## config.mk

```make
export PLATFORM = sky130hd
export DESIGN_NAME = lpht_queue
export DESIGN_NICKNAME = d
export VERILOG_FILES = /design/src/design/lpht_pkg.sv /design/src/design/lpht_queue.sv
export SDC_FILE = /design/constraint.sdc
export NUM_CORES = 1
export LEC_CHECK = 0
export BUFFER_PORTS_ARGS = -buffer_cell sky130_fd_sc_hd__buf_2
export CAP_MARGIN = 20
export CORE_MARGIN = 2
export CORE_UTILIZATION = 56
export DETAILED_ROUTE_END_ITERATION = 8
export MAX_ROUTING_LAYER = met4
export PLACE_DENSITY = 0.9
export SLEW_MARGIN = 20
export SYNTH_ARGS = -nofsm -noshare
export SYNTH_HDL_FRONTEND = slang
export SYNTH_SLANG_ARGS = --single-unit
```

## constraint.sdc

```tcl
create_clock -name clk -period 5.9 [get_ports clk]
set_input_delay 0.295 -clock clk [delete_from_list [all_inputs] [get_ports clk]]
set_output_delay 0.295 -clock clk [all_outputs]
set_load 0.02 [all_outputs]
```

## src/design/lpht_pkg.sv

```systemverilog
// Shared constants, types and codes for the linear-probe hash table.
package lpht_pkg;

    localparam int MAX_SLOTS    = 1024;
    localparam int KEY_BITS     = 31;
    localparam int SLOT_BITS    = $clog2(MAX_SLOTS);
    localparam int CNT_BITS     = SLOT_BITS + 1;
    localparam int DIV_CNT_BITS = $clog2(KEY_BITS);
    localparam int QUEUE_DEPTH  = 2;
    localparam int QPTR_BITS    = $clog2(QUEUE_DEPTH);
    localparam int QCNT_BITS    = $clog2(QUEUE_DEPTH + 1);

    typedef logic [KEY_BITS-1:0]  key_t;
    typedef logic [SLOT_BITS-1:0] slot_t;
    typedef logic [CNT_BITS-1:0]  count_t;

    typedef enum logic {
        OP_INSERT = 1'b0,
        OP_SEARCH = 1'b1
    } op_t;

    typedef enum logic [1:0] {
        ST_INSERTED  = 2'd0,
        ST_FOUND     = 2'd1,
        ST_NOT_FOUND = 2'd2,
        ST_FULL      = 2'd3
    } status_t;

    typedef enum logic [1:0] {
        F_IDLE,
        F_DIV,
        F_PUSH
    } front_state_t;

    typedef enum logic [1:0] {
        B_CLEAR,
        B_IDLE,
        B_PROBE
    } back_state_t;

    // request after hashing: home slot already known
    typedef struct packed {
        op_t   op;
        key_t  key;
        slot_t home;
    } job_t;

    typedef struct packed {
        logic valid;
        key_t key;
    } ram_word_t;

    typedef struct packed {
        logic      we;
        slot_t     waddr;
        ram_word_t wdata;
        logic      re;
        slot_t     raddr;
    } ram_req_t;

endpackage

```

## src/design/lpht_queue.sv

```systemverilog
// Small FIFO of hashed requests between front and back.
module lpht_queue (
    input  logic           clk,
    input  logic           rst_n,
    input  logic           push_valid,
    input  lpht_pkg::job_t push_job,
    output logic           push_ready,
    output logic           pop_valid,
    output lpht_pkg::job_t pop_job,
    input  logic           pop
);
    import lpht_pkg::*;

    job_t                  entry_reg [QUEUE_DEPTH];
    logic [QPTR_BITS-1:0]  wr_ptr_reg, rd_ptr_reg;
    logic [QCNT_BITS-1:0]  count_reg;
    logic                  do_push, do_pop;

    assign push_ready = (count_reg != QCNT_BITS'(QUEUE_DEPTH));
    assign pop_valid  = (count_reg != '0);
    assign pop_job    = entry_reg[rd_ptr_reg];
    assign do_push    = push_valid && push_ready;
    assign do_pop     = pop && pop_valid;

    always_ff @(posedge clk or negedge rst_n)
    begin
        if (!rst_n)
        begin
            wr_ptr_reg <= '0;
            rd_ptr_reg <= '0;
            count_reg  <= '0;
        end
        else
        begin
            if (do_push)
            begin
                wr_ptr_reg <= wr_ptr_reg + 1'b1;
            end
            if (do_pop)
            begin
                rd_ptr_reg <= rd_ptr_reg + 1'b1;
            end
            if (do_push && !do_pop)
            begin
                count_reg <= count_reg + 1'b1;
            end
            else if (do_pop && !do_push)
            begin
                count_reg <= count_reg - 1'b1;
            end
        end
    end

    always_ff @(posedge clk)
    begin
        if (do_push)
        begin
            entry_reg[wr_ptr_reg] <= push_job;
        end
    end

endmodule

```

# Word-level counts from Yosys, hierarchy flattened
# Memory sizes are Yosys's and may differ from the RTL's.
# Cells that the tools add are included.
# op_classes
div,0
n_mux,4
n_lt_le_gt_ge,0
n_mul,0
n_shift,0
n_eq_ne,1
reduce_logical,8
bitwise,0
addsub,4
# op_table
operator,count
1-bit logical AND,4
2-bit two-way mux,2
2-bit nonzero test,2
1-bit adder (second input constant),2
2-bit by 1-bit adder with 2-bit output (second input constant),1
1-bit zero test,2
1-bit two-way mux,2
2-bit inequality test (second input constant),1
2-bit by 1-bit subtractor with 2-bit output (second input constant),1
# totals
romBits,0
latchBits,0
reg_bits,4
mem_bits_rw,84
mem_count,1
# memory_table
memory,words,word_bits,read_ports,rd_clocked_by_memory_dff,write_ports,line_no,source
entry_reg,2,42,1,0,1,lpht_queue.sv:14,job_t entry_reg [QUEUE_DEPTH];

# Depth between registers and ports, before layout
# depth
ltp_word,6
ltp_mapped,7
ltp_nobuf,7

# Worst setup path after synthesis
# OpenSTA, ideal clock, no wires.
# synth_timing
kind,flip-flop to flip-flop
start,register count_reg[0]
end,"memory entry_reg[0][0] (netlist bit), enable pin"
arrival_ns,2.567
required_time_ns,5.459
setup_slack_ns,2.892
stages_incl_launch_ff,4
setup_ns,0.441
n_path_buf,0
path_cell_list,dfrtp_1 > nand2b_1 > nand2_1 > nor2_1
# synth_between
elab_chain_len,4
# synth_rtl
element,line_no,source
"start, declared",lpht_queue.sv:16,logic [QCNT_BITS-1:0] count_reg;
"start signal, assigned",lpht_queue.sv:45,count_reg <= count_reg + 1'b1;
"start signal, assigned",lpht_queue.sv:49,count_reg <= count_reg - 1'b1;
2-bit inequality test,lpht_queue.sv:19,assign push_ready = (count_reg != QCNT_BITS'(QUEUE_DEPTH));
named net push_ready,lpht_queue.sv:7,"output logic push_ready,"
1-bit logical AND,lpht_queue.sv:22,assign do_push = push_valid && push_ready;
1-bit two-way mux,lpht_queue.sv:56,if (do_push)
1-bit two-way mux (not written as such),lpht_queue.sv:58,entry_reg[wr_ptr_reg] <= push_job;
"end, declared",lpht_queue.sv:14,
# The timed path passes the listed nets, and every way through them passes these cells.

==> results.yml <==
cells_and_area:
  antenna_cells: 0
  syn2layout_area_growth_pct: 19.53
  mostFrequentLayoutCells: "sky130_fd_sc_hd__buf_2 (89), sky130_fd_sc_hd__edfxtp_1 (84), sky130_fd_sc_hd__mux2_4 (39), sky130_fd_sc_hd__clkbuf_8 (10)"
  fin_nets: 294
  final_core_util_pct: 69.19
  fillerInstances: 386
  max_reg_flops: 84
  layout-drive-gt1-share_pct: 59.13
  layout.cells.most_common: "sky130_fd_sc_hd__buf_2"
placed_design:
  final_hpwl_dp_mm: 3.389
  place.port_buffers: 89
  routability_congestion_estimate_from_global_placement: 0.7706
sta:
  final.hold.worst_slack_ps: 133.5
  min_period_over_period_pct: 41.84
  max-slew-margin-rel_pct: 36.75
  worstMarginPinSlew_ps: 948.8
  report.final.setup_viol: 0
  fmaxAchievable_ghz: 0.4051
  clock_skew_ps: 5.921
  timing_max_transition_violations_final: 0
  setup_total_negative_slack_ps: 0
  final.min_clock_period_ps: 2469
  rsz0062_at_grt: "false"
  finalHoldViolations: 0
critical_path:
  cp-end-kind: "output port"
  timing.critical_path.from_type: "flip-flop"
  cp_max_fo: 23
  cp_slowest_cell: "sky130_fd_sc_hd__dfrtp_2"
  worst_path_largest_cell_delay_ps: 790
  path_cells: "buf_4 > mux2_2 > buf_2"
  worstPathArrival_ps: 2170
  critical_path_class: "reg -> out"
  critical_path_required_ps: 5610
clocking:
  clk_root_buffer_cell: "sky130_fd_sc_hd__clkbuf_8"
  cts_resized: 0
  cts_buffers: 9
  cts.reportedPaths.clkPinSlew_ps: 80
  cts.sink_count: 88
  clkLatencyLatePin_ps: 340
  cts_tree: "built"
  cts_setup_buffers: 0
  htree_num_levels: 3
  cts_hold_repair.buffers: 1
  cts-root-to-sink-buffers: 2
route:
  drt_pre_antenna_iters: 4
  wl_mm: 4.903
  post_drt_wl_per_cell_um: 14.99
  ant_nets: 0
  via_count: 1589
  drt_drc_violations_left: 0
  drt_iter0_drc: 66
  vias_per_cell: 4.859
die:
  dieWidth_um: 82.23
  fp.dieH_um: 82.23
  placementRows: 28
  floorplan.io_pins: 90
  initial_core_util_pct: 57.88
  die_area_um2: 6762
  design.core.area_um2: 5921
global_routing:
  grt_antenna_before_repair: 0
  grt_start_max_net_pins: 43
  grt_use_total_pct: 16.33
  number_of_global_route_vias_before_repair: 1619
  grt_first_pass_wirelength_mm: 7.417
  grt.overflow.total: 0
pwr:
  clock_power_share_pct: 17.1
  combPwrFrac_pct: 37.0
  power_density_nw_per_um2: 497.9
  net_switching_power_of_the_design_uw: 665.4
  seq_power_share_pct: 45.9
  swShare_pct: 32.62
  power.ir.vdd_worst_v: 0.0003206
  power_report.internal_total_uw: 1374
  power.leakage_uw: 0.001661
run_status:
  status: "finished, final reports clean"
yosys:
  syn-cell-area_um2: 3427
  mappedNetlistNets: 196
  synth-warning-count: 0
  synthesis.area_per_instance_um2: 23.00
  yosys_register_bits: 88
  ys_seq_area_share_pct: 76.52
  synth_cell_types: 15
  instance_count_of_the_mapped_netlist: 149
hold_path:
  timing.hold.worst.class: "in -> reg"
run:
  cap_viol_max_count: 0
metrics by stage:
step | instances | total power (uW) | setup WS, ps | instance area (um2)
final | 327 | 2040 | 3431 | 4096
after global routing | 327 | 2147 | 3326 | 4096
after CTS | 327 | 2064 | 3384 | 4096
after detailed placement | 310 | 1715 | 3764 | 3920
after global placement | 309 | 1685 | 3792 | 3892
after floorplan | 149 | 1554 | 2892 | 3427
critical path, delay by kind of cell (launching register included):
kind	cells	cell delay, ps
buffers and inverters	2	650
DFF	1	790
muxes	1	380
cells by family after synthesis:
group	Yosys count	synth area share [%]
XOR/XNOR	5	1.278
adder cells (fa/ha/maj)	1	0.3650
buffers and inverters	6	2.775
flip-flops	88	76.52
multiplexers	42	18.07
AND/OR/NAND/NOR	7	0.9863
final timing paths:
| check | from | endpoint | slack [ps] | depth (start not counted) |
|---|---|---|---|---|
| setup / recovery | rd_ptr_reg | pop_job[26] | 3430 | 3 |
| hold / removal | push_job[6] | entry_reg[1][6] | 130 | 1 |
| setup reg to reg | count_reg[0] | entry_reg[1][29] | 4100 | 2 |
| hold reg to reg | count_reg[1] | count_reg[1] | 520 | 1 |
| max in group asynchronous | rst_n | rd_ptr_reg | 5490 | 2 |
| min in group asynchronous | rst_n | wr_ptr_reg | 270 | 2 |
power by group through the flow:
| stage | clock (uW) | sequential, uW | combinational (uW) |
|---|---|---|---|
| 6_report | 349 | 936 | 754 |
| 3_5_place_dp | 0 | 955 | 760 |
| 2_1_floorplan | 0 | 905 | 649 |
| 4_1_cts | 360 | 940 | 764 |
| 3_3_place_gp | 0 | 946 | 738 |
| 5_1_grt | 386 | 951 | 810 |
layer usage:
metal / global-route usage [%] / up-vias / part of all wire [%]
met3: 4.022 / 6 / 6.9
met1: 17.62 / 744 / 39
met5: - / - / 0
li1: - / 771 / -
met4: 9.500 / 0 / 2.0
met2: 27.42 / 68 / 52
final cells by class:
cell class	count	area [um2]	share of cell area, %
Sequential cell	88	2624	64.05
Clock buffer	13	148.9	3.635
Timing Repair Buffer	92	490.5	11.97
Inverter	1	3.754	0.09163
Multi-Input combinational cell	55	718.2	17.53
Clock inverter	3	17.52	0.4276
Tap cell	75	93.84	2.291
cells in the mapped netlist:
| library cell | n | area share [%] |
|---|---|---|
| sky130_fd_sc_hd__edfxtp_1 | 84 | 74 |
| sky130_fd_sc_hd__mux2_4 | 39 | 17 |
| sky130_fd_sc_hd__buf_12 | 4 | 2.3 |
| sky130_fd_sc_hd__dfrtp_1 | 4 | 2.9 |
| sky130_fd_sc_hd__mux2_2 | 3 | 0.99 |
| sky130_fd_sc_hd__xnor2_1 | 3 | 0.77 |
| sky130_fd_sc_hd__nand2_1 | 2 | 0.22 |
| sky130_fd_sc_hd__nor2_1 | 2 | 0.22 |
| sky130_fd_sc_hd__xor2_1 | 2 | 0.51 |
| sky130_fd_sc_hd__and3_1 | 1 | 0.18 |
| sky130_fd_sc_hd__buf_6 | 1 | 0.33 |
| sky130_fd_sc_hd__ha_1 | 1 | 0.37 |
| sky130_fd_sc_hd__inv_1 | 1 | 0.11 |
| sky130_fd_sc_hd__nand2b_1 | 1 | 0.18 |
| sky130_fd_sc_hd__or2_1 | 1 | 0.18 |
(Power assumes the default switching activity.)
