File: src/design/lpht_pkg.sv
// Shared constants, types and codes for the linear-probe hash table.
package lpht_pkg;

    localparam int MAX_SLOTS    = 1024;
    localparam int KEY_BITS     = 31;
    localparam int SLOT_BITS    = $clog2(MAX_SLOTS);
    localparam int CNT_BITS     = SLOT_BITS + 1;
    localparam int DIV_CNT_BITS = $clog2(KEY_BITS);
    localparam int QUEUE_DEPTH  = 2;
    localparam int QPTR_BITS    = $clog2(QUEUE_DEPTH);
    localparam int QCNT_BITS    = $clog2(QUEUE_DEPTH + 1);

    typedef logic [KEY_BITS-1:0]  key_t;
    typedef logic [SLOT_BITS-1:0] slot_t;
    typedef logic [CNT_BITS-1:0]  count_t;

    typedef enum logic {
        OP_INSERT = 1'b0,
        OP_SEARCH = 1'b1
    } op_t;

    typedef enum logic [1:0] {
        ST_INSERTED  = 2'd0,
        ST_FOUND     = 2'd1,
        ST_NOT_FOUND = 2'd2,
        ST_FULL      = 2'd3
    } status_t;

    typedef enum logic [1:0] {
        F_IDLE,
        F_DIV,
        F_PUSH
    } front_state_t;

    typedef enum logic [1:0] {
        B_CLEAR,
        B_IDLE,
        B_PROBE
    } back_state_t;

    // request after hashing: home slot already known
    typedef struct packed {
        op_t   op;
        key_t  key;
        slot_t home;
    } job_t;

    typedef struct packed {
        logic valid;
        key_t key;
    } ram_word_t;

    typedef struct packed {
        logic      we;
        slot_t     waddr;
        ram_word_t wdata;
        logic      re;
        slot_t     raddr;
    } ram_req_t;

endpackage

File: src/design/lpht_front.sv
// Front end: takes requests and computes the home slot by restoring division.
module lpht_front (
    input  logic             clk,
    input  logic             rst_n,
    input  logic             in_valid,
    output logic             in_ready,
    input  lpht_pkg::op_t    opcode,
    input  lpht_pkg::key_t   key,
    input  lpht_pkg::count_t table_size,
    input  logic             enable,
    output logic             push_valid,
    output lpht_pkg::job_t   push_job,
    input  logic             push_ready
);
    import lpht_pkg::*;

    front_state_t             state_reg, state_next;
    op_t                      op_reg, op_next;
    key_t                     key_reg, key_next;
    key_t                     dividend_reg, dividend_next;
    count_t                   rem_reg, rem_next;
    logic [DIV_CNT_BITS-1:0]  bit_cnt_reg, bit_cnt_next;
    count_t                   trial;

    // rem < table_size <= MAX_SLOTS, so its top bit is always clear
    assign trial = {rem_reg[CNT_BITS-2:0], dividend_reg[KEY_BITS-1]};

    always_ff @(posedge clk or negedge rst_n)
    begin
        if (!rst_n)
        begin
            state_reg <= F_IDLE;
        end
        else
        begin
            state_reg <= state_next;
        end
    end

    always_ff @(posedge clk)
    begin
        op_reg       <= op_next;
        key_reg      <= key_next;
        dividend_reg <= dividend_next;
        rem_reg      <= rem_next;
        bit_cnt_reg  <= bit_cnt_next;
    end

    always_comb
    begin
        state_next    = state_reg;
        op_next       = op_reg;
        key_next      = key_reg;
        dividend_next = dividend_reg;
        rem_next      = rem_reg;
        bit_cnt_next  = bit_cnt_reg;
        in_ready      = 1'b0;
        push_valid    = 1'b0;
        push_job.op   = op_reg;
        push_job.key  = key_reg;
        push_job.home = rem_reg[SLOT_BITS-1:0];
        case (state_reg)
            F_IDLE:
            begin
                in_ready = enable;
                if (in_valid && enable)
                begin
                    op_next       = opcode;
                    key_next      = key;
                    dividend_next = key;
                    rem_next      = '0;
                    bit_cnt_next  = DIV_CNT_BITS'(KEY_BITS - 1);
                    state_next    = F_DIV;
                end
            end
            F_DIV:
            begin
                if (trial >= table_size)
                begin
                    rem_next = trial - table_size;
                end
                else
                begin
                    rem_next = trial;
                end
                dividend_next = {dividend_reg[KEY_BITS-2:0], 1'b0};
                bit_cnt_next  = bit_cnt_reg - 1'b1;
                if (bit_cnt_reg == '0)
                begin
                    state_next = F_PUSH;
                end
            end
            F_PUSH:
            begin
                push_valid = 1'b1;
                if (push_ready)
                begin
                    state_next = F_IDLE;
                end
            end
            default:
            begin
                state_next = F_IDLE;
            end
        endcase
    end

endmodule

File: config.mk
export PLATFORM = sky130hd
export DESIGN_NAME = lpht_front
export DESIGN_NICKNAME = d
export VERILOG_FILES = /design/src/design/lpht_pkg.sv /design/src/design/lpht_front.sv
export SDC_FILE = /design/constraint.sdc
export NUM_CORES = 1
export LEC_CHECK = 0
export BUFFER_PORTS_ARGS = -buffer_cell sky130_fd_sc_hd__buf_2
export CAP_MARGIN = 25
export CORE_ASPECT_RATIO = 1.75
export CORE_MARGIN = 1
export CORE_UTILIZATION = 45
export CTS_CLUSTER_DIAMETER = 80
export DETAILED_ROUTE_END_ITERATION = 10
export GPL_TIMING_DRIVEN = 0
export PLACE_DENSITY = 0.73
export SYNTH_ARGS = -nofsm -noshare
export SYNTH_HDL_FRONTEND = slang
export SYNTH_SLANG_ARGS = --single-unit
File: constraint.sdc
create_clock -name clk -period 2.7 [get_ports clk]
set_input_delay 0.27 -clock clk [delete_from_list [all_inputs] [get_ports clk]]
set_output_delay 0.27 -clock clk [all_outputs]
set_load 0.03 [all_outputs]
# [Word-level counts from Yosys, hierarchy flattened]
# Index checks and enable logic that the tools add are counted.
[word_totals] regBits=80 in_bits=48 output_inout_bits=44 wordCells=34
[classes] addsub=2 order_cmp=1 n_eq_ne=5 muxes=13 n_reduce_logical=7
[op_table] op="31-bit one-hot mux with 2 select lines" count=1
[op_table] op="31-bit 2-to-1 mux" count=1
[op_table] op="10-bit 2-to-1 mux" count=2
[op_table] op="10-bit one-hot mux with 2 select lines" count=1
[op_table] op="11-bit greater-or-equal comparator" count=1
[op_table] op="5-bit one-hot mux with 2 select lines" count=1
[op_table] op="10-bit subtractor" count=1
[op_table] op="2-bit 2-to-1 mux" count=3
[op_table] op="2-bit inequality test, second input constant" count=3
[op_table] op="2-bit one-hot mux with 3 select lines" count=1
[op_table] op="5-bit logical NOT" count=1
[op_table] op="5-bit 2-to-1 mux" count=1
[op_table] op="5-bit by 1-bit subtractor with 5-bit output, second input constant" count=1
[op_table] op="2-bit AND reduction" count=2
[op_table] op="3-bit AND reduction" count=1
[op_table] op="2-bit by 1-bit == test with 1-bit output, second input constant" count=1
[op_table] op="2-bit == test, second input constant" count=1
[op_table] op="2-bit logical NOT" count=1
[op_table] op="1-bit 2-to-1 mux" count=2
[op_table] op="2-bit nonzero test" count=1
[op_table] op="1-bit logical AND" count=1

# [Depth between registers and ports, before layout]
[depth] word_depth=3 ltp_mapped=9 depth_no_buf=9

# [Worst setup path after synthesis]
# OpenSTA, ideal clock, no wires.
[synth_path] path_kind="reg2reg" start="register state_reg[0]" end="register bit_cnt_reg[0], enable pin" arrival_time_ps=2413 t_required_ps=2296 path_slack_ps=-117 stages_incl_launch_ff=4 synth_period_minus_slack_ps=2817 cell_sequence="dfrtp_1 nor3b_1 nand2_1 nand2_1"
[synth_between] elab_chain_cells=3 elab_cells_between_ends=5
[synth_lines] item="start: declaration" line_no="lpht_front.sv:17" text="front_state_t state_reg, state_next;"
[synth_lines] item="start signal: assignment" line_no="lpht_front.sv:36" text="state_reg <= state_next;"
[synth_lines] item="2-bit by 1-bit == test with 1-bit output / 2-bit logical NOT (equally long branches)" line_no="lpht_front.sv:62" text="case (state_reg)"
[synth_lines] item="2-bit nonzero test (no source line) / 2-bit inequality test (equally long branches)"
[synth_lines] item="2-bit AND reduction (no source line) *"
[synth_lines] item="end signal: assignment" line_no="lpht_front.sv:46" text="bit_cnt_reg <= bit_cnt_next;"
[synth_lines] item="end: declaration" line_no="lpht_front.sv:22" text="logic [DIV_CNT_BITS-1:0] bit_cnt_reg, bit_cnt_next;"
# Mark *: on every way between the ends. The rest lies on a longest branch, timed or not.
# A chain may end at the register's enable or synchronous reset.

# [Worst setup path after layout]
[layout_path] start="register rem_reg[4]" end="register rem_reg[2] (data pin)"
[layout_between] elab_chain_cells=3
[layout_lines] item="start: declaration" line_no="lpht_front.sv:21" text="count_t rem_reg, rem_next;"
[layout_lines] item="start signal: assignment" line_no="lpht_front.sv:45" text="rem_reg <= rem_next;"
[layout_lines] item="11-bit greater-or-equal comparator" line_no="lpht_front.sv:78" text="if (trial >= table_size)"
[layout_lines] item="10-bit 2-to-1 mux" line_no="lpht_front.sv:78"
[layout_lines] item="10-bit one-hot mux with 2 select lines" line_no="lpht_front.sv:62"
# Every way passes these cells.

==> flow_metrics.tcl <==
set metrics [dict create \
    synth.distinct_cells 41 \
    syn2layout_area_growth_pct 25.5 \
    critPathKind "reg2reg" \
    ant_nets 0 \
    synthFlopType "edfxtp_1" \
    yosys-top-cells-area "edfxtp_1 63%, nand2_1 10%, ha_1 4.4%, a21oi_1 1.8%, inv_1 1.7%" \
    path_cells "ha_1 -> clkbuf_1 -> nor3_1 -> or3_1 -> a311o_1 -> clkbuf_1 -> a21oi_1 -> nor3_1" \
    fin_tns_setup_ps 0 \
    finalMaxSlewViolations 0 \
    cts_setup_buffers 0 \
    path_clk_slew_ps 60 \
    rsz0062_at_grt "no" \
    startpoint_type "flip-flop" \
    rows 43 \
    routed_wl_um 8250 \
    antenna_cells 0 \
    yosysSeqAreaShare_pct 64.7 \
    status "finished, violations left" \
    initial_utilization_pct 46.4 \
    final_common_cell "nand2_1" \
    via_per_inst 5.34 \
    worstSkewPairLatency_ps 340 \
    multi_input_area_um2 1200 \
    die_height_um 122 \
    pwr-share-seq_pct 39.8 \
    netlist.area_leader.share_pct 63.4 \
    layout_min_cycle_time_ps 2610 \
    cts_num_sinks 80 \
    wire_per_inst_um 15.8 \
    cp.arrival_ps 2670 \
    fin_util_pct 58.2 \
    stdcell_area_um2 4640 \
    num_vias 2793 \
    fin_worst_skew_ps 5.41 \
    max_freq_ghz 0.382 \
    yosysWarnings 0 \
    swShare_pct 37.1 \
    drive_above_1_share_pct 26.6 \
    gp_congestion 0.934 \
    cts_buffer_depth 2 \
    grt_pass1_wl_um 12800 \
    grt.overflow.total 0 \
    power_mw 5.52 \
    synth_fp_nets 386 \
    coreArea_um2 7960 \
    ir_worst_vdd_mv 0.632 \
    power.density_nw_per_um2 1190 \
    final_nets 491 \
    cpPeakStageDelay_ps 440 \
    end_kind "flip-flop" \
    synthArstFlopShare_pct 2.50 \
    syn_area_um2 3690 \
    htreeDepth 3 \
    maxCapViolCount 0 \
    power.internal_mw 3.47 \
    violations "DRC" \
    avgSynthCellArea_um2 11.4 \
    dieArea_um2 8590 \
    remaining_drc_errors 12 \
    nFillCells 690 \
    first_pass_iters 7 \
    ys_ff_latch 80 \
    pin_count 92 \
    crit_slowest_cell "or3_1" \
    cts_tree "done" \
    syn_inst 324 \
    fp.dieW_um 70.5 \
    numPortBuffers 91 \
    worst_pin_slew_ps 748 \
    power.share.clock_pct 20.8 \
    synth_enable_flop_cells 78 \
    hp-class "in2reg" \
    root_buffer "clkbuf_16" \
    cp_max_fo 9 \
    placed_area_um2 4310 \
    synth.largest_area_cell "edfxtp_1" \
    combPwrFrac_pct 39.4 \
    final_cell_mix "101 x nand2_1, 91 x buf_2, 78 x edfxtp_1, 17 x inv_1, 13 x clkbuf_1" \
    fin_crit_sh_pct 96.8 \
    drtIter0Drc 188 \
    cts_buffers 9 \
    setup_viol_count_final 0 \
    place_ws_ps -274 \
    grt_pass1_vias 2732 \
    grt_max_degree 35 \
    dp_hpwl_um 6040 \
    grtUsageTotal_pct 20.3 \
    slew_headroom_pct 50.1 \
    antenna_found_initial 0 \
    power.net_switching_mw 2.05 \
    required_ps 2760 \
    hold_viol 0 \
    p_leak_nw 2.06 \
    seqCellArea_um2 2390 \
    setup_slack_ps 85.2 \
]
[layout make-up]
class	instances	area share, %
Buffer	16	1.65
Clock inverter	5	1.05
Timing Repair Buffer	94	11.1
Multi-Input combinational cell	211	25.9
Clock buffer	10	4.94
Inverter	17	1.38
Sequential cell	80	51.6
Tap cell	90	2.43
[metrics by stage]
stage,hold WS [ps],cells
2_1_floorplan,-25.6,324
3_3_place_gp,54.8,505
3_5_place_dp,59.2,507
4_1_cts,98.7,523
5_1_grt,105,523
6_report,111,523
[critical path, delay by kind of cell, from the launching register on]
kind	cells	cell delay, ps
and+or+nand+nor	3	630
adders and majority gates	1	190
DFF	1	370
AOI/OAI and AO/OA	2	570
buffers and inverters	2	580
[repair_timing]
action,in CTS,in global routing
pin swaps,0,0
hold buffers,1,0
gates resized for setup,5,2
setup endpoints to repair,10,1
endpoints found under the hold margin,2,0
gates cloned,0,0
[power groups by stage]
stage	Sequential, mW	Combinational, mW	Clock [mW]
2_1_floorplan	2.40	1.32	0
3_3_place_gp	2.22	2.01	0
3_5_place_dp	2.22	2.13	0
4_1_cts	2.20	2.18	1.18
5_1_grt	2.24	2.42	1.22
6_report	2.20	2.17	1.15
[synthesized netlist by cell type (2+ instances only)]
| cell type | number |
|---|---|
| a21o_1 | 3 |
| a21oi_1 | 13 |
| and2_1 | 2 |
| and3_1 | 2 |
| buf_4 | 2 |
| clkbuf_1 | 13 |
| dfrtp_1 | 2 |
| edfxtp_1 | 78 |
| ha_1 | 13 |
| inv_1 | 17 |
| nand2_1 | 102 |
| nand3_1 | 11 |
| nand4_1 | 6 |
| nor2_1 | 6 |
| nor2b_1 | 3 |
| nor3_1 | 5 |
| nor3b_1 | 4 |
| nor4b_1 | 2 |
| o211ai_1 | 3 |
| o21ai_0 | 11 |
| or3_1 | 2 |
| or4_1 | 2 |
| xnor2_1 | 3 |
| xor2_1 | 2 |
[path summary, 6_finish.rpt]
| kind | start | endpoint | slack [ps] | cells after the start |
|---|---|---|---|---|
| worst min-delay path | opcode | op_reg$_DFFE_PP_ | 110 | 1 |
| worst max register to register | rem_reg[4]$_SDFFCE_PN0P_ | rem_reg[2]$_SDFFCE_PN0P_ | 90 | 8 |
| worst min register to register | dividend_reg[14]$_DFFE_PP_ | dividend_reg[15]$_DFFE_PP_ | 500 | 2 |
| worst max-delay path | rem_reg[4]$_SDFFCE_PN0P_ | rem_reg[2]$_SDFFCE_PN0P_ | 90 | 8 |
| min in group asynchronous | rst_n | state_reg[1]$_DFFE_PN0P_ | 270 | 2 |
| max in group asynchronous | rst_n | state_reg[0]$_DFFE_PN0P_ | 2340 | 2 |
[cell families (layout without fill, tap and decap cells)]
group | Yosys count | after routing | synth area share [%]
AOI/OAI and AO/OA | 42 | 42 | 7.35
buffers and inverters | 33 | 142 | 3.76
and+or+nand+nor | 150 | 150 | 18.0
xor gates and xnor gates | 5 | 5 | 1.19
adders and majority gates | 14 | 14 | 4.94
DFF | 80 | 80 | 64.7
[routing by layer]
metal  part of all wire (%)  up-vias  GRT usage [%]
li1                       -     1358              -
met1                     37     1305           21.8
met2                     53      109           34.6
met3                    6.9       21           5.62
met4                    4.0        0           13.4
met5                      0        -              0
Note: power is estimated with default switching activity, not from simulation.
