--- src/design/lpht_pkg.sv ---
// Shared constants, types and codes for the linear-probe hash table.
package lpht_pkg;

    localparam int MAX_SLOTS    = 1024;
    localparam int KEY_BITS     = 31;
    localparam int SLOT_BITS    = $clog2(MAX_SLOTS);
    localparam int CNT_BITS     = SLOT_BITS + 1;
    localparam int DIV_CNT_BITS = $clog2(KEY_BITS);
    localparam int QUEUE_DEPTH  = 2;
    localparam int QPTR_BITS    = $clog2(QUEUE_DEPTH);
    localparam int QCNT_BITS    = $clog2(QUEUE_DEPTH + 1);

    typedef logic [KEY_BITS-1:0]  key_t;
    typedef logic [SLOT_BITS-1:0] slot_t;
    typedef logic [CNT_BITS-1:0]  count_t;

    typedef enum logic {
        OP_INSERT = 1'b0,
        OP_SEARCH = 1'b1
    } op_t;

    typedef enum logic [1:0] {
        ST_INSERTED  = 2'd0,
        ST_FOUND     = 2'd1,
        ST_NOT_FOUND = 2'd2,
        ST_FULL      = 2'd3
    } status_t;

    typedef enum logic [1:0] {
        F_IDLE,
        F_DIV,
        F_PUSH
    } front_state_t;

    typedef enum logic [1:0] {
        B_CLEAR,
        B_IDLE,
        B_PROBE
    } back_state_t;

    // request after hashing: home slot already known
    typedef struct packed {
        op_t   op;
        key_t  key;
        slot_t home;
    } job_t;

    typedef struct packed {
        logic valid;
        key_t key;
    } ram_word_t;

    typedef struct packed {
        logic      we;
        slot_t     waddr;
        ram_word_t wdata;
        logic      re;
        slot_t     raddr;
    } ram_req_t;

endpackage

--- src/design/lpht_back.sv ---
// Back end: clearing sweep, probe sequencer and result register.
module lpht_back (
    input  logic                clk,
    input  logic                rst_n,
    input  logic                job_valid,
    input  lpht_pkg::job_t      job,
    output logic                job_pop,
    input  lpht_pkg::count_t    table_size,
    input  logic                clear_start,
    output logic                clearing,
    output lpht_pkg::ram_req_t  ram_req,
    input  lpht_pkg::ram_word_t ram_rdata,
    output logic                out_valid,
    input  logic                out_ready,
    output lpht_pkg::slot_t     slot,
    output lpht_pkg::count_t    probe_count,
    output lpht_pkg::status_t   status
);
    import lpht_pkg::*;

    back_state_t state_reg, state_next;
    slot_t       clr_idx_reg, clr_idx_next;
    job_t        job_reg, job_next;
    slot_t       cur_reg, cur_next;
    count_t      cnt_reg, cnt_next;
    logic        out_valid_reg, out_valid_next;
    slot_t       slot_reg, slot_next;
    count_t      count_out_reg, count_out_next;
    status_t     status_reg, status_next;

    count_t      size_m1;
    count_t      cur_inc;
    count_t      cnt_inc;
    slot_t       nxt;

    assign size_m1 = table_size - count_t'(1);
    assign cur_inc = {1'b0, cur_reg} + count_t'(1);
    assign nxt     = (cur_inc >= table_size) ? '0 : cur_inc[SLOT_BITS-1:0];
    assign cnt_inc = cnt_reg + count_t'(1);

    assign clearing    = (state_reg == B_CLEAR);
    assign out_valid   = out_valid_reg;
    assign slot        = slot_reg;
    assign probe_count = count_out_reg;
    assign status      = status_reg;

    always_ff @(posedge clk or negedge rst_n)
    begin
        if (!rst_n)
        begin
            state_reg     <= B_CLEAR;
            clr_idx_reg   <= '0;
            out_valid_reg <= 1'b0;
        end
        else
        begin
            state_reg     <= state_next;
            clr_idx_reg   <= clr_idx_next;
            out_valid_reg <= out_valid_next;
        end
    end

    always_ff @(posedge clk)
    begin
        job_reg       <= job_next;
        cur_reg       <= cur_next;
        cnt_reg       <= cnt_next;
        slot_reg      <= slot_next;
        count_out_reg <= count_out_next;
        status_reg    <= status_next;
    end

    always_comb
    begin
        state_next     = state_reg;
        clr_idx_next   = clr_idx_reg;
        job_next       = job_reg;
        cur_next       = cur_reg;
        cnt_next       = cnt_reg;
        out_valid_next = out_valid_reg;
        slot_next      = slot_reg;
        count_out_next = count_out_reg;
        status_next    = status_reg;
        job_pop        = 1'b0;
        ram_req        = '0;

        if (out_valid_reg && out_ready)
        begin
            out_valid_next = 1'b0;
        end

        case (state_reg)
            B_CLEAR:
            begin
                ram_req.we    = 1'b1;
                ram_req.waddr = clr_idx_reg;
                clr_idx_next  = clr_idx_reg + 1'b1;
                if (clr_idx_reg == size_m1[SLOT_BITS-1:0])
                begin
                    state_next = B_IDLE;
                end
            end
            B_IDLE:
            begin
                // result register must be free before a new request starts
                if (job_valid && !out_valid_reg)
                begin
                    job_pop       = 1'b1;
                    job_next      = job;
                    cur_next      = job.home;
                    cnt_next      = '0;
                    ram_req.re    = 1'b1;
                    ram_req.raddr = job.home;
                    state_next    = B_PROBE;
                end
            end
            B_PROBE:
            begin
                // data for cur_reg arrives now; next slot is read speculatively
                ram_req.re    = 1'b1;
                ram_req.raddr = nxt;
                if (!ram_rdata.valid)
                begin
                    slot_next      = cur_reg;
                    count_out_next = cnt_reg;
                    out_valid_next = 1'b1;
                    state_next     = B_IDLE;
                    if (job_reg.op == OP_INSERT)
                    begin
                        ram_req.we        = 1'b1;
                        ram_req.waddr     = cur_reg;
                        ram_req.wdata.valid = 1'b1;
                        ram_req.wdata.key = job_reg.key;
                        status_next       = ST_INSERTED;
                    end
                    else
                    begin
                        status_next = ST_NOT_FOUND;
                    end
                end
                else if (job_reg.op == OP_SEARCH && ram_rdata.key == job_reg.key)
                begin
                    slot_next      = cur_reg;
                    count_out_next = cnt_inc;
                    status_next    = ST_FOUND;
                    out_valid_next = 1'b1;
                    state_next     = B_IDLE;
                end
                else if (cnt_inc == table_size)
                begin
                    count_out_next = cnt_inc;
                    out_valid_next = 1'b1;
                    state_next     = B_IDLE;
                    if (job_reg.op == OP_INSERT)
                    begin
                        slot_next   = job_reg.home;
                        status_next = ST_FULL;
                    end
                    else
                    begin
                        slot_next   = cur_reg;
                        status_next = ST_NOT_FOUND;
                    end
                end
                else
                begin
                    cur_next = nxt;
                    cnt_next = cnt_inc;
                end
            end
            default:
            begin
                state_next = B_IDLE;
            end
        endcase

        // a size write empties the table
        if (clear_start)
        begin
            clr_idx_next = '0;
            state_next   = B_CLEAR;
        end
    end

endmodule

--- config.mk ---
export PLATFORM = sky130hd
export DESIGN_NAME = lpht_back
export DESIGN_NICKNAME = d
export VERILOG_FILES = /design/src/design/lpht_pkg.sv /design/src/design/lpht_back.sv
export SDC_FILE = /design/constraint.sdc
export NUM_CORES = 1
export LEC_CHECK = 0
export BUFFER_PORTS_ARGS = -buffer_cell sky130_fd_sc_hd__buf_2
export CORE_ASPECT_RATIO = 0.75
export CORE_MARGIN = 2
export CORE_UTILIZATION = 29
export CTS_BUF_LIST = sky130_fd_sc_hd__clkbuf_8
export DETAILED_ROUTE_END_ITERATION = 8
export GPL_TIMING_DRIVEN = 0
export HOLD_SLACK_MARGIN = 0.03
export PLACE_DENSITY = 0.49
export SLEW_MARGIN = 5
export SYNTH_ARGS = -nofsm -noshare
export SYNTH_HDL_FRONTEND = slang
export SYNTH_SLANG_ARGS = --single-unit
--- constraint.sdc ---
create_clock -name clk -period 4.9 [get_ports clk]
set_input_delay 0.245 -clock clk [delete_from_list [all_inputs] [get_ports clk]]
set_output_delay 0.245 -clock clk [all_outputs]
set_load 0.1 [all_outputs]
Word-level counts from Yosys, hierarchy flattened:

Cells that the tools add are included.

* bits of input ports: 90
* register bits: 99
* logic and storage cells: 85
* output and inout port bits: 80

* $lt $le $gt $ge: 1
* equal/unequal tests: 13
* reductions and logical operators: 11
* add/sub/neg operators: 4
* multiplexer cells: 45

Operators by type and width (count)
* 2-to-1 mux 10 bit: 11
* 2-to-1 mux 11 bit: 8
* 2-to-1 mux 43 bit: 2
* case mux 11 bit (2 select lines): 3
* 2-to-1 mux 32 bit: 1
* == test 31 bit: 1
* 2-to-1 mux 2 bit: 10
* case mux 10 bit (2 select lines): 1
* adder 10 x 1 -> 11 bit (second input constant): 1
* adder 11 x 1 -> 11 bit (second input constant): 1
* == test 11 bit: 1
* >= comparator 11 bit: 1
* adder 10 x 1 -> 10 bit (second input constant): 1
* == test 10 bit: 1
* subtractor 10 x 1 -> 10 bit (second input constant): 1
* 2-to-1 mux 1 bit: 8
* != test 2 bit (second input constant): 4
* case mux 2 bit (3 select lines): 1
* != test 5 bit (second input constant): 1
* AND reduction 5 bit: 1
* AND reduction 2 bit: 2
* nonzero test 2 bit: 2
* logical AND 1 bit: 3
* != test 3 x 1 -> 1 bit (second input constant): 1
* 7 further kinds: 7

Logic depth before layout (Yosys ltp):

Gate-level depths: netlist (run 1).

* depth after elaboration: 7
* gate-level depth with buffers: 13
* gate-level depth less buffers: 13

Least setup slack after synthesis (run 1):

OpenSTA, ideal clock, no wires.

* path type: flip-flop to output port
* start point: register out_valid_reg (netlist: out_valid)
* end point: output port ram_req[10] (netlist name)
* required time: 4.655 ns
* data arrival time: 7.353 ns
* buffers on the path: 0
* stages on the path, launching flop included: 4
* slack: -2.698 ns
* path through: dfrtp_1 nor3_1 nor2_1 nor2_1

RTL lines
* from (decl): RTL line lpht_back.sv:26 `logic out_valid_reg, out_valid_next;`
* from (signal assigned): RTL line lpht_back.sv:59 `out_valid_reg <= out_valid_next;`
* to (decl): RTL line lpht_back.sv:11 `output lpht_pkg::ram_req_t ram_req,`

==> results of run 1 <==
-- final timing paths --
check / to / slack [ns]
setup reg to reg: cnt_reg[2]$_SDFFCE_PN0P_ / 1.05
setup / recovery: ram_req[4] / 0.40
hold reg to reg: slot[9]$_DFFE_PP_ / 0.54
min in group asynchronous: clr_idx_reg[2]$_DFFE_PN0P_ / 0.28
max in group asynchronous: out_valid$_DFF_PN0_ / 4.38
hold / removal: job_reg[8]$_DFFE_PP_ / 0.07
-- power breakdown --
| part | internal (mW) | switching (mW) | leakage, nW | total (mW) |
|---|---|---|---|---|
| Clock | 0.240 | 0.313 | 0.106 | 0.553 |
| Combinational | 0.249 | 0.452 | 1.98 | 0.700 |
| Sequential | 1.01 | 0.0539 | 0.958 | 1.07 |
| Total | 1.50 | 0.818 | 3.04 | 2.32 |
-- per-stage QoR --
step / total power, mW / std cells / hold slack, ns / instance area (µm²)
final: 2.32 / 984 / 0.0669 / 7480
after global routing: 2.43 / 984 / 0.0361 / 7480
after CTS: 2.35 / 984 / 0.0337 / 7480
after detailed placement: 1.77 / 933 / 0.160 / 6940
after global placement: 1.73 / 929 / 0.154 / 6850
after floorplan: 1.57 / 508 / -0.0506 / 5690
-- cell usage after synthesis, drive strengths merged (6+ instances only) --
master	number	area (µm²)
edfxtp	86	2580
nor4	6	43.8
nor2	33	124
nor3	10	61.3
inv	31	116
nand4	18	113
clkbuf	18	67.6
a22o	10	87.6
ha	18	225
a21oi	7	35.0
xnor2	63	552
buf	6	42.5
nand3	14	70.1
and2	32	200
dfrtp	13	325
mux2	10	113
o2bb2ai	10	87.6
o21ai	20	100
nand2	34	128
xor2	24	210
-- metal layers --
layer | vias to the layer above | track usage
met5 | - | 0
met3 | 23 | 0.0342
met4 | 0 | 0.0537
met2 | 128 | 0.241
met1 | 2225 | 0.220
li1 | 2242 | -
-- layout make-up --
class                   instances  area (µm²)
flip-flops and latches         99        2910
inverters                      31         116
well taps                     253         317
clock buffers                   9         124
multi-input cells             354        2570
fillers                      1977       11800
repair buffers                207        1270
plain buffers                  24         110
clock inverters                 7        73.8
-- kinds of logic after synthesis --
kind of cell / after synthesis / synth area share
mux: 13 / 0.0251
buf+inv: 55 / 0.0399
simple gates: 165 / 0.153
fa+ha+maj: 18 / 0.0396
flops: 99 / 0.512
xor+xnor: 90 / 0.146
compound gates: 68 / 0.0848
==> metrics.txt, run 1 <==
final setup violation count 0; DR iter-0 viols 260; CTS sink count 99; asr flop ratio synth 0.131; antenna fix cells 0; worst slack, placed roughly 0.86 ns; vias after detailed routing 4618; # IOs 170; Detailed Place HPWL between 10 and 15 mm; Highest Signal Layer met4; clk buf depth 2; WP data arrival roughly 4.3 ns; Initial Utilization 0.295; TritonCTS clock tree yes; Top cell by count, worst path and3_1; met1 WL 7.90 mm; peak fanout along the critical path 10; critical path class reg2out; Peak Freq ~220 MHz; RSZ-0062 raised after global routing false; worst min path class in2reg; GPL Wtd Cong slightly below 0.8; layout cell share with drive strength beyond 1 0.286; Main synth FF type edfxtp_1; worst rel slew slack 0.236; hold_buf cts 35; # port buffers 168; mapped cell area around 5700 µm²; Leak 3.04 nW; max reg flops between 40 and 50; Clock transition at path regs approximately 0.10 ns; Post-DRT Antenna Nets 0; Buf/Inv on CP 2; 1st-pass router iterations 4; CP Data Required Time 4.66 ns; Pwr Density 310 nW/µm²; crit path from cur_reg[2]$_DFFE_PP_; root buf cell clkbuf_8; Seq/Total Area, Yosys 0.512; via/cell ratio around 4.7; Crit. End Element output port; post-synth cell types 51; DR WL/cell roughly 17 µm; Post-CTS Setup Inserts 0; H-tree depth 3; die height between 100 and 150 µm; worst r2r path cells 10; status completed; number of synthesized flops with an enable pin 86; final count of hold timing violations 0; Slew @ Worst Pin roughly 1.1 ns; Tot GR Track Use 0.157; first-pass GRT wire length between 20 and 30 mm; largest net degree at the start of global routing 25; period utilization 0.918; crit path max-delay cell type edfxtp_1; Final nets around 830; Crit path depth 12; initial antenna violation count 0; setup ws final roughly 0.4 ns; Syn Area/Cell approximately 11 µm²; Final Util 0.388; max_cap viols 0; final wirelength 16.4 mm; Gate Count Post-Synth slightly above 500; crit path launch type register; latest clock arrival within the worst-skew pair between 0.3 and 0.4 ns; synthesis-stage register bit count between 90 and 100; grt total ovfl 0; Final Slew Violations 0; largest incremental delay on the critical path approximately 0.51 ns; hold path start job[8]; Setup TNS 0 ns; Worst VDD drop roughly 0.12 mV; vias in the first global route around 4600; most frequent cells in the layout buf_2, edfxtp_1, xnor2_1, dlygate4sd3_1, nand2_1; hold depth 1; crit path cell chain and3_1 -> and3_1 -> nand2_1 -> nor2_1 -> xnor2_1 -> inv_1 -> ha_1 -> or4_1 -> a21oi_1 -> a41oi_1 -> o21ai_0 -> buf_2; Tmin final between 4 and 5 ns; r2r startpoint cnt_reg[1]$_SDFFCE_PN0P_; commonest non-fill, non-tap cell in the layout buf_2; total CTS buffers 9; CORE AREA approximately 19000 µm²; clock skew around 0.011 ns; met2 wire length 7.27 mm; Syn Nets around 600; metal3 WL approximately 850 µm; chip width between 150 and 200 µm; drt drc 0; post-CTS sizing 0; Yosys Warn Count 0; Syn-to-layout area delta 31.7%; row cnt 44; die area 20700 µm²; CP delay by family, top compound AO/OA/AOI/OAI gates
No activity file was read; power rests on OpenSTA's default activity.
==> inputs of run 2 (changes only) <==
--- a/config.mk
+++ b/config.mk
@@ -7,9 +7,9 @@
 export LEC_CHECK = 0
 export BUFFER_PORTS_ARGS = -buffer_cell sky130_fd_sc_hd__buf_2
 export CORE_ASPECT_RATIO = 0.75
-export CORE_MARGIN = 2
+export CORE_MARGIN = 8
 export CORE_UTILIZATION = 29
-export CTS_BUF_LIST = sky130_fd_sc_hd__clkbuf_8
+export CTS_BUF_LIST = sky130_fd_sc_hd__clkbuf_4 sky130_fd_sc_hd__clkbuf_8 sky130_fd_sc_hd__clkbuf_16
 export DETAILED_ROUTE_END_ITERATION = 8
 export GPL_TIMING_DRIVEN = 0
 export HOLD_SLACK_MARGIN = 0.03
==> metrics.txt, run 2 (synthesized netlist as in run 1, its figures left out) <==
Slew @ Worst Pin 1.15 ns (about the same); Final nets 800 (was 834); commonest non-fill, non-tap cell in the layout buf_2 (unchanged); final count of hold timing violations 0 (unchanged); H-tree depth 3 (unchanged); period utilization 0.914 (was 0.918); largest net degree at the start of global routing 25 (unchanged); final setup violation count 0 (unchanged); r2r startpoint cnt_reg[1]$_SDFFCE_PN0P_ (unchanged); vias in the first global route 4572 (was 4632); initial antenna violation count 0 (unchanged); Worst VDD drop 0.136 mV (was 0.116 mV); die area 24400 µm² (was 20700 µm²); chip width 178 µm (was 166 µm); Clock transition at path regs 0.07 ns (was 0.10 ns); # IOs 170 (unchanged); Final Slew Violations 0 (unchanged); vias after detailed routing 4465 (was 4618); total CTS buffers 9 (unchanged); status completed (unchanged); row cnt 44 (unchanged); DR iter-0 viols 335 (was 260); worst r2r path cells 10 (unchanged); DR WL/cell 17.9 µm (was 16.6 µm); CP Data Required Time 4.66 ns (about the same); final wirelength 17.1 mm (was 16.4 mm); Crit. End Element output port (unchanged); CORE AREA 19300 µm² (unchanged); filler cell count in the final layout 1957 (was 1977); Worst Setup EP ram_req[0] (was ram_req[4]); clk buf depth 2 (unchanged); antenna fix cells 0 (unchanged); Flop pwr share 0.443 (was 0.460); WP data arrival 4.24 ns (was 4.25 ns); Detailed Place HPWL 13.8 mm (was 12.7 mm); peak fanout along the critical path 10 (unchanged); switching pwr 822 µW (was 818 µW); Sw Ratio 0.340 (was 0.353); R2R setup slack 0.99 ns (was 1.05 ns); crit path launch type register (unchanged); Final Util 0.375 (was 0.388); worst min path class in2reg (unchanged); grt total ovfl 0 (unchanged); worst rel slew slack 0.230 (was 0.236); clock skew 0.00969 ns (was 0.0113 ns); multi-input logic area 2570 µm² (unchanged); FF+latch area 2910 µm² (unchanged); 1st-pass router iterations 5 (was 4); Pwr Density 335 nW/µm² (was 310 nW/µm²); via/cell ratio 4.70 (was 4.69); crit path from cur_reg[2]$_DFFE_PP_ (unchanged); latest clock arrival within the worst-skew pair 0.35 ns (was 0.39 ns); first-pass GRT wire length 26.1 mm (was 25.3 mm); max_cap viols 0 (unchanged); Post-DRT Antenna Nets 0 (unchanged); # port buffers 168 (unchanged); Syn-to-layout area delta 27.1% (was 31.7%); Clk pwr share 0.278 (was 0.238); cell-internal power 1.60 mW (was 1.50 mW); GPL Wtd Cong 0.826 (was 0.796); Peak Freq 223 MHz (was 222 MHz); root buf cell clkbuf_16 (was clkbuf_8); Initial Utilization 0.295 (unchanged); Tot GR Track Use 0.140 (was 0.157); die height 137 µm (was 125 µm); reg2reg end cnt_reg[9]$_SDFFCE_PN0P_ (was cnt_reg[2]$_SDFFCE_PN0P_); TritonCTS clock tree yes (unchanged); Setup TNS 0 ns (unchanged); drt drc 0 (unchanged); max reg flops 42 (unchanged); Leak 2.92 nW (was 3.04 nW); RSZ-0062 raised after global routing false (unchanged); critical path class reg2out (unchanged); combinational power share 0.279 (was 0.302); CTS sink count 99 (unchanged); Tmin final 4.48 ns (was 4.50 ns); most frequent cells in the layout buf_2, edfxtp_1, xnor2_1, nand2_1 (was buf_2, edfxtp_1, xnor2_1, dlygate4sd3_1, nand2_1); layout cell share with drive strength beyond 1 0.300 (was 0.286)
run 2: changes by cell type in the layout (fill, tap and decap cells not counted), sizes merged:
| cell | change |
|---|---|
| clkinvlp | +2 |
| dlygate4sd3 | -34 |
| clkinv | +1 |
| clkbuf | +1 |
| bufinv | -1 |
| inv | -3 |
run 2: through the flow:
stage | area (µm²) | hold WS (ns) | setup slack [ns] | power (mW) | std cells
floorplan | 5690 | -0.0506 | 0.0980 | 1.57 | 508
global placement | 6850 | 0.151 | 0.326 | 1.74 | 929
detailed placement | 6940 | 0.158 | 0.798 | 1.77 | 933
CTS | 7220 | 0.0443 | 0.393 | 2.45 | 950
global route | 7220 | 0.0453 | 0.128 | 2.53 | 950
finish | 7220 | 0.0622 | 0.420 | 2.42 | 950
run 2: worst min path at each step:
| stage | from | endpoint | slack [ns] | cells after the start |
|---|---|---|---|---|
| 2_1_floorplan | rst_n | clr_idx_reg[0]$_DFFE_PN0P_ | -0.05 | 0 |
| 3_3_place_gp | rst_n | clr_idx_reg[2]$_DFFE_PN0P_ | 0.15 | 1 |
| 3_5_place_dp | rst_n | clr_idx_reg[2]$_DFFE_PN0P_ | 0.16 | 1 |
| 4_1_cts | job[29] | job_reg[29]$_DFFE_PP_ | 0.04 | 1 |
| 5_1_grt | job[29] | job_reg[29]$_DFFE_PP_ | 0.05 | 1 |
| 6_report | job[22] | job_reg[22]$_DFFE_PP_ | 0.06 | 1 |
run 2: what timing repair did:
| action | CTS | global route |
|---|---|---|
| setup buffers | 0 | 0 |
| resized for setup | 0 | 0 |
| hold endpoints to repair | 13 | 0 |
| hold buffers | 1 | 0 |
run 2: layer usage:
layer  up-vias  share of wire  GRT usage
li1       2177              -          -
met1      2157           0.45      0.182
met2       119           0.48      0.232
met3        12          0.055     0.0329
met4         0          0.011     0.0374
met5         -              0          0
run 2: power groups by stage:
stage / Sequential [mW] / Clock (mW) / Combinational [mW]
2_1_floorplan: 1.09 / 0 / 0.477
3_3_place_gp: 1.09 / 0 / 0.647
3_5_place_dp: 1.09 / 0 / 0.680
6_report: 1.07 / 0.672 / 0.675
4_1_cts: 1.07 / 0.694 / 0.684
5_1_grt: 1.08 / 0.723 / 0.731
run 2: area by class of cell:
cell class | count | area share
flip-flops and latches | 99 | 0.403
multi-input cells | 354 | 0.356
repair buffers | 173 | 0.129
well taps | 253 | 0.0438
clock buffers | 10 | 0.0322
inverters | 31 | 0.0161
plain buffers | 24 | 0.0152
clock inverters | 6 | 0.00572
run 2: worst max-delay path: stages, from the launching register on:
cell,delay [ns]
edfxtp_1,0.50
and3_1,0.23
and3_1,0.21
nand2_1,0.08
nor2_1,0.05
xnor2_1,0.29
inv_1,0.10
ha_1,0.20
or4_1,0.51
a21oi_1,0.28
a41oi_1,0.48
o21ai_0,0.45
buf_2,0.50
